$ cat config.mk
export PLATFORM = sky130hd
export DESIGN_NAME = tvlc_div
export DESIGN_NICKNAME = d
export VERILOG_FILES = /design/src/design/tvlc_pkg.sv /design/src/design/tvlc_div.sv
export SDC_FILE = /design/constraint.sdc
export NUM_CORES = 2
export LEC_CHECK = 0
export BUFFER_PORTS_ARGS = -buffer_cell sky130_fd_sc_hd__buf_2
export CAP_MARGIN = 25
export CORE_MARGIN = 5
export CORE_UTILIZATION = 55
export DETAILED_ROUTE_END_ITERATION = 6
export HOLD_SLACK_MARGIN = 0.03
export PLACE_DENSITY = 0.82
export SKIP_LAST_GASP = 1
export SLEW_MARGIN = 20
export SYNTH_ARGS = -nofsm -noshare
export SYNTH_HDL_FRONTEND = slang
export SYNTH_SLANG_ARGS = --single-unit
$ cat constraint.sdc
create_clock -name aclk -period 3.75 [get_ports aclk]
set_input_delay 0.1875 -clock aclk [delete_from_list [all_inputs] [get_ports aclk]]
set_output_delay 0.1875 -clock aclk [all_outputs]
set_load 0.05 [all_outputs]
$ cat src/design/tvlc_pkg.sv
// types and constants of the terrain vertex lod and cull test
// used by tvlc_div and terrain_vertex_lod_cull_test
`default_nettype none
package tvlc_pkg;
    localparam int COORD_W    = 21;
    localparam int RAD_W      = 20;
    localparam int MASK_W     = 4;
    localparam int NUM_PLANES = 4;
    localparam int NRM_W      = 12;
    localparam int OFF_W      = 24;
    localparam int PROD_W     = NRM_W + COORD_W;
    localparam int DIST_W     = PROD_W + 7;
    localparam int LIM_W      = RAD_W + 4;
    localparam int DIFF_W     = COORD_W + 1;
    localparam int SQ_W       = 2 * DIFF_W;
    localparam int D2_W       = SQ_W + 2;
    localparam int LOD_W      = 16;
    localparam int LERR_W     = LOD_W + RAD_W;
    localparam int A_W        = LERR_W - 8 + 1;
    localparam int A2_W       = 2 * A_W;
    localparam int DIV_W      = 44;
    localparam int T_W        = 17;
    localparam int MUL_W      = T_W + 1 + DIFF_W;
    localparam int IN_W       = 4 * COORD_W + 2 * RAD_W + MASK_W;
    localparam int OUT_W      = 32;
    localparam logic [T_W-1:0] T_ONE = T_W'(65536);

    typedef enum logic [2:0] {
        REG_PLANE_BOTTOM,
        REG_PLANE_LEFT,
        REG_PLANE_RIGHT,
        REG_PLANE_TOP,
        REG_EYE_POSITION,
        REG_LOD_SCALE,
        REG_CULL_MARGIN,
        REG_CLIP_ENABLE
    } cfg_reg_t;

    // per-vertex control and payload that rides along the divider
    typedef struct packed {
        logic                      active;
        logic                      morph;
        logic signed [COORD_W-1:0] zm;
        logic signed [DIFF_W-1:0]  dzm;
        logic [MASK_W-1:0]         mask;
    } side_t;
endpackage
`default_nettype wire

$ cat src/design/tvlc_div.sv
// pipelined restoring divider, one quotient bit per stage
// depends on tvlc_pkg
`default_nettype none
module tvlc_div (
    input  logic                       aclk,
    input  logic                       aresetn,
    input  logic                       en,
    input  logic                       in_valid,
    input  logic [tvlc_pkg::DIV_W-1:0] in_num,
    input  logic [tvlc_pkg::DIV_W-1:0] in_den,
    input  tvlc_pkg::side_t            in_side,
    output logic                       out_valid,
    output logic [tvlc_pkg::T_W-1:0]   out_q,
    output tvlc_pkg::side_t            out_side
);
    import tvlc_pkg::*;

    logic             vld_reg  [T_W];
    logic [DIV_W-1:0] rem_reg  [T_W];
    logic [DIV_W-1:0] den_reg  [T_W];
    logic [T_W-1:0]   q_reg    [T_W];
    side_t            side_reg [T_W];

    genvar s;
    generate
        for (s = 0; s < T_W; s++) begin : g_step
            logic             p_vld;
            logic [DIV_W-1:0] p_rem;
            logic [DIV_W-1:0] p_den;
            logic [T_W-1:0]   p_q;
            side_t            p_side;
            logic [DIV_W:0]   rem2;
            logic             ge;
            logic [DIV_W-1:0] rem_next;
            logic [T_W-1:0]   q_next;

            if (s == 0) begin : g_first
                assign p_vld  = in_valid;
                assign p_rem  = in_num;
                assign p_den  = in_den;
                assign p_q    = '0;
                assign p_side = in_side;
            end else begin : g_rest
                assign p_vld  = vld_reg[s-1];
                assign p_rem  = rem_reg[s-1];
                assign p_den  = den_reg[s-1];
                assign p_q    = q_reg[s-1];
                assign p_side = side_reg[s-1];
            end

            // shift remainder, subtract divisor when it fits
            assign rem2     = {p_rem, 1'b0};
            assign ge       = rem2 >= {1'b0, p_den};
            assign rem_next = ge ? DIV_W'(rem2 - {1'b0, p_den}) : rem2[DIV_W-1:0];
            assign q_next   = {p_q[T_W-2:0], ge};

            always_ff @(posedge aclk) begin
                if (!aresetn) begin
                    vld_reg[s] <= 1'b0;
                end else if (en) begin
                    vld_reg[s] <= p_vld;
                end
            end

            always_ff @(posedge aclk) begin
                if (en) begin
                    rem_reg[s]  <= rem_next;
                    den_reg[s]  <= p_den;
                    q_reg[s]    <= q_next;
                    side_reg[s] <= p_side;
                end
            end
        end
    endgenerate

    assign out_valid = vld_reg[T_W-1];
    assign out_q     = q_reg[T_W-1];
    assign out_side  = side_reg[T_W-1];
endmodule
`default_nettype wire

* Yosys cells after proc, flatten, opt, wreduce, memory -nomap -nowiden
Memory sizes are Yosys's and may differ from the RTL's.
Index checks and enable logic that the tools add are counted.
** Storage, ports and cells
- Output and inout port bits :: 67
- Memories kept :: 5
- Bits in registers :: 0
- Latch bits :: 0
- Memory bits (read-only) :: 0
- RAM bits :: 2635
- Bits of input ports :: 141
** Cells by class
- $lt $le $gt $ge :: 17
- Shifts and indexed selects :: 0
- Multiply operators :: 0
- Divide/modulo/power cells :: 0
- Mux-type cells :: 39
- Add/subtract/negate cells :: 17
- Bitwise gates (word level) :: 17
- Equal/unequal tests :: 0
- Reductions and logical operators :: 0
** Memories
- side_reg :: words 17, bits a word 49, rd ports 17, clocked after memory_dff 0, wr ports 17, RTL line tvlc_div.sv:22 : side_t side_reg [T_W];
- den_reg :: words 17, bits a word 44, rd ports 16, clocked after memory_dff 0, wr ports 17, RTL line tvlc_div.sv:20 : logic [DIV_W-1:0] den_reg [T_W];
- rem_reg :: words 17, bits a word 44, rd ports 16, clocked after memory_dff 0, wr ports 17, RTL line tvlc_div.sv:19 : logic [DIV_W-1:0] rem_reg [T_W];
- q_reg :: words 17, bits a word 17, rd ports 17, clocked after memory_dff 0, wr ports 17, RTL line tvlc_div.sv:21 : logic [T_W-1:0] q_reg [T_W];
- vld_reg :: words 17, bits a word 1, rd ports 17, clocked after memory_dff 0, wr ports 17, RTL line tvlc_div.sv:18 : logic vld_reg [T_W];
** Operator list (count)
- $ge A45 B44 Y1 :: 17
- $mux W44 :: 17
- $sub A44 B44 Y44 :: 17
- $mux W1 :: 22
- $or A1 B1 Y1 :: 17

* Longest topological paths before layout
- Depth after elaboration :: 4
- Mapped depth :: 17
- Depth with buffers taken out :: 13

* Worst setup path before layout
No wires, ideal clock.
- Kind :: register to register
- Start point :: memory den_reg[12][0] (netlist: den_reg[0][528])
- End point :: memory rem_reg[13][42] (netlist: rem_reg[0][614]), data pin
- Required time :: 3.490 ns
- Setup time :: 0.260 ns
- Setup slack :: 0.391 ns
- Arrival time :: 3.099 ns
- Stages on the path, launching flop included :: 13
- Path through :: edfxtp_1 fa_1 nand2b_1 a211oi_1 o2111ai_1 and3_1 o31a_1 o31ai_2 a41oi_2 o211ai_1 a31oi_1 xnor2_1 mux2_2
** RTL lines (RTL line)
- from (decl) :: tvlc_div.sv:20
- to (decl) :: tvlc_div.sv:19

==> results.cfg <==
[status]
status = finished with violations
violations = DRC, setup timing

[cts]
worstSkewPairLatency_ps = 940
clockRootBuffer = clkbuf_16
cts_tree = built
path_clk_slew_ps = 60
cts_htree_levels = 5
tritoncts.num_buffers = 275
clock-sinks = 2411
ctsLongestPathBuffers = 4

[logic_synthesis]
yosysSeqAreaShare_pct = 59.3
avgSynthCellArea_um2 = 12.2
synth_top_area_share_pct = 59.3
synth_top_area_cell = edfxtp_1
synth_edf_count = 2410
synth_seq_cells = 2411
async_reset_ff_share_pct = 0
syn_nets = 10942
yosys_warnings = 0
synth-main-ff-cell = edfxtp_1
syn-cell-area_mm2 = 0.122
synth_area_leaders = edfxtp_1, ha_1, a21oi_1, a21o_1, inv_1
synthCells = 10038
synth_cell_types = 106

[critical_path]
required_ps = 4410
crit_fanout = 11
crit_type = flip-flop to flip-flop
r2r_cells = 15
start_kind = flip-flop
worst_setup_path_end_kind = flip-flop
reg2reg_slack_ps = -20
rr_endpoint = rem_reg[0][614]
crit-reg2reg-launch = rem_reg[0][528]
slowest_stage = nor4_4
cp_data_arrival_time_ps = 4430
path_cells = ha_1, nor2b_4, o211ai_1, buf_4, a31oi_4, a31oi_4, nor4_4, o211ai_1, a21oi_2, buf_4, a31oi_4, o21ai_4, buf_4, buf_6, mux2_2
cpPeakStageDelay_ps = 460

[placement]
globalplace.congestion = 1.06
dp_hpwl_mm = 225
port_buffers = 207

[grt]
grt.overflow.total = 0
grt_usage_pct = 25.7
grt_max_degree = 122
antenna_found_initial = 4
grt_pass1_wl_mm = 466
grt_pass1_vias = 84728

[timing]
slew-limit-headroom_pct = 36.3
hold_ws_ps = 82.3
fin_skew_ps = 83.5
rsz0062_at_grt = yes
setup_slack_ps = -18.0
period_share_pct = 100
drv_slew = 0
setup_viol = 2
fmax_ghz = 0.265
worstMarginPinSlew_ps = 956
fin_crit_ps = 3770
hold_viol = 0

[pwr]
ir_drop_mv = 0.615
total_power_w = 0.123
leakage_nw = 60.0
power_density_mw_per_mm2 = 843

[layout]
drive_above_1_share_pct = 17.0
multiInputGateArea_mm2 = 0.0460
final_net_count = 12306
layout_commonest_cell = edfxtp_1
largest_reg_flops = 833
final_cell_mix = edfxtp_1, a21oi_1, inv_1, buf_4, ha_1
fill_cells = 16120
area_growth_pct = 19.4
seqCellArea_mm2 = 0.0724

[die]
rows = 173
pin_count = 208
start_util_pct = 55.1
die_area_mm2 = 0.231
dieWidth_um = 481
core_mm2 = 0.221
die_h_um = 481

[worst_hold_path]
min_path_cells = 2
min_from = in_den[12]
min_delay_worst_endpoint = den_reg[0][12]
hold_class = input pin to flip-flop

[drt]
wl_per_cell_um = 21.0
route.met2.wl_mm = 160
routed.top_layer = met4
wl_met3_mm = 12.8
routed_wl_mm = 306
drtIter0Drc = 5983
drtPass1Iterations = 7
drc = 1
vias_per_cell = 5.71
antenna_left = 0
met1_length_mm = 109
routed-via-count = 83165

[run]
cap_viol_max_count = 0
==> how the worst max path moves through the flow <==
| stage | endpoint | from | cells after the start |
|---|---|---|---|
| floorplan | rem_reg[0][614] | den_reg[0][528] | 12 |
| global placement | rem_reg[0][642] | den_reg[0][573] | 17 |
| detailed placement | rem_reg[0][642] | den_reg[0][573] | 17 |
| CTS | rem_reg[0][255] | den_reg[0][180] | 15 |
| global route | rem_reg[0][610] | rem_reg[0][528] | 15 |
| finish | rem_reg[0][614] | rem_reg[0][528] | 15 |
==> cells in the mapped netlist (92+ instances only) <==
cell      count
nand2_1     527
nor3_1      101
edfxtp_1   2410
mux2_2      150
o21ai_0     393
ha_1        747
inv_1       931
xnor2_1     371
and3_1       92
nand4_1     157
nor2_1      676
nand3_1     143
clkbuf_1    223
o21bai_1    134
a31oi_1      95
a21oi_1    1009
nor2b_1     107
a21o_1      472
xor2_1      253
==> cells by family after synthesis <==
group                      after synthesis  synth area share, %
and+or+nand+nor                       2098                 8.21
AOI/OAI and AO/OA                     2639                 13.6
muxes                                  264                 2.53
xor gates and xnor gates               624                 4.48
buffers and inverters                 1239                 3.98
adders and majority gates              763                 7.92
DFF                                   2411                 59.3
==> through the flow <==
step                util [%]  std cells  setup WS, ps  instance area (um2)  setup TNS (ps)
floorplan                  -      10038           391               122000               0
global placement        59.9      13794          -305               133000          -16490
detailed placement      59.9      13795          -371               133000          -22860
CTS                     65.1      14513         -49.8               144000            -729
global route            65.8      14569          -129               146000           -2870
finish                  65.8      14571         -18.0               146000           -30.7
==> critical path, delay by kind of cell, from the launching register on <==
family | cells | cell delay [ps]
multiplexers | 1 | 330
adder cells (fa/ha/maj) | 1 | 330
AND/OR/NAND/NOR | 2 | 610
AO/OA/AOI/OAI | 7 | 1220
flip-flops | 1 | 420
buffers and inverters | 4 | 620
==> layer usage <==
metal  up-vias  track usage [%]
met2      2610             47.5
li1      39737                -
met1     39864             27.7
met4         0             16.0
met3       954             3.65
met5         -                0
==> where the power goes <==
part	leakage (nW)	switching (W)	internal [W]
registers	23.6	0.00325	0.0376
logic	32.3	0.0304	0.0259
clock network	4.15	0.0104	0.0153
==> layout make-up <==
class | count | share of cell area, %
Clock buffer | 328 | 4.89
Inverter | 932 | 2.40
Timing Repair Buffer | 1394 | 7.93
Clock inverter | 133 | 0.962
Tap cell | 2975 | 2.55
Sequential cell | 2411 | 49.7
Multi-Input combinational cell | 6388 | 31.6
Antenna cell | 10 | 0.0172
==> what timing repair did <==
| action | 4_1_cts | 5_1_grt |
|---|---|---|
| resized for setup | 59 | 198 |
| hold endpoints to repair | 269 | 0 |
| pin swaps | 21 | 79 |
| gates cloned | 5 | 15 |
| setup buffers | 12 | 38 |
| hold buffers | 242 | 0 |
| setup endpoints to repair | 193 | 470 |
No activity file was read; power rests on OpenSTA's default activity.
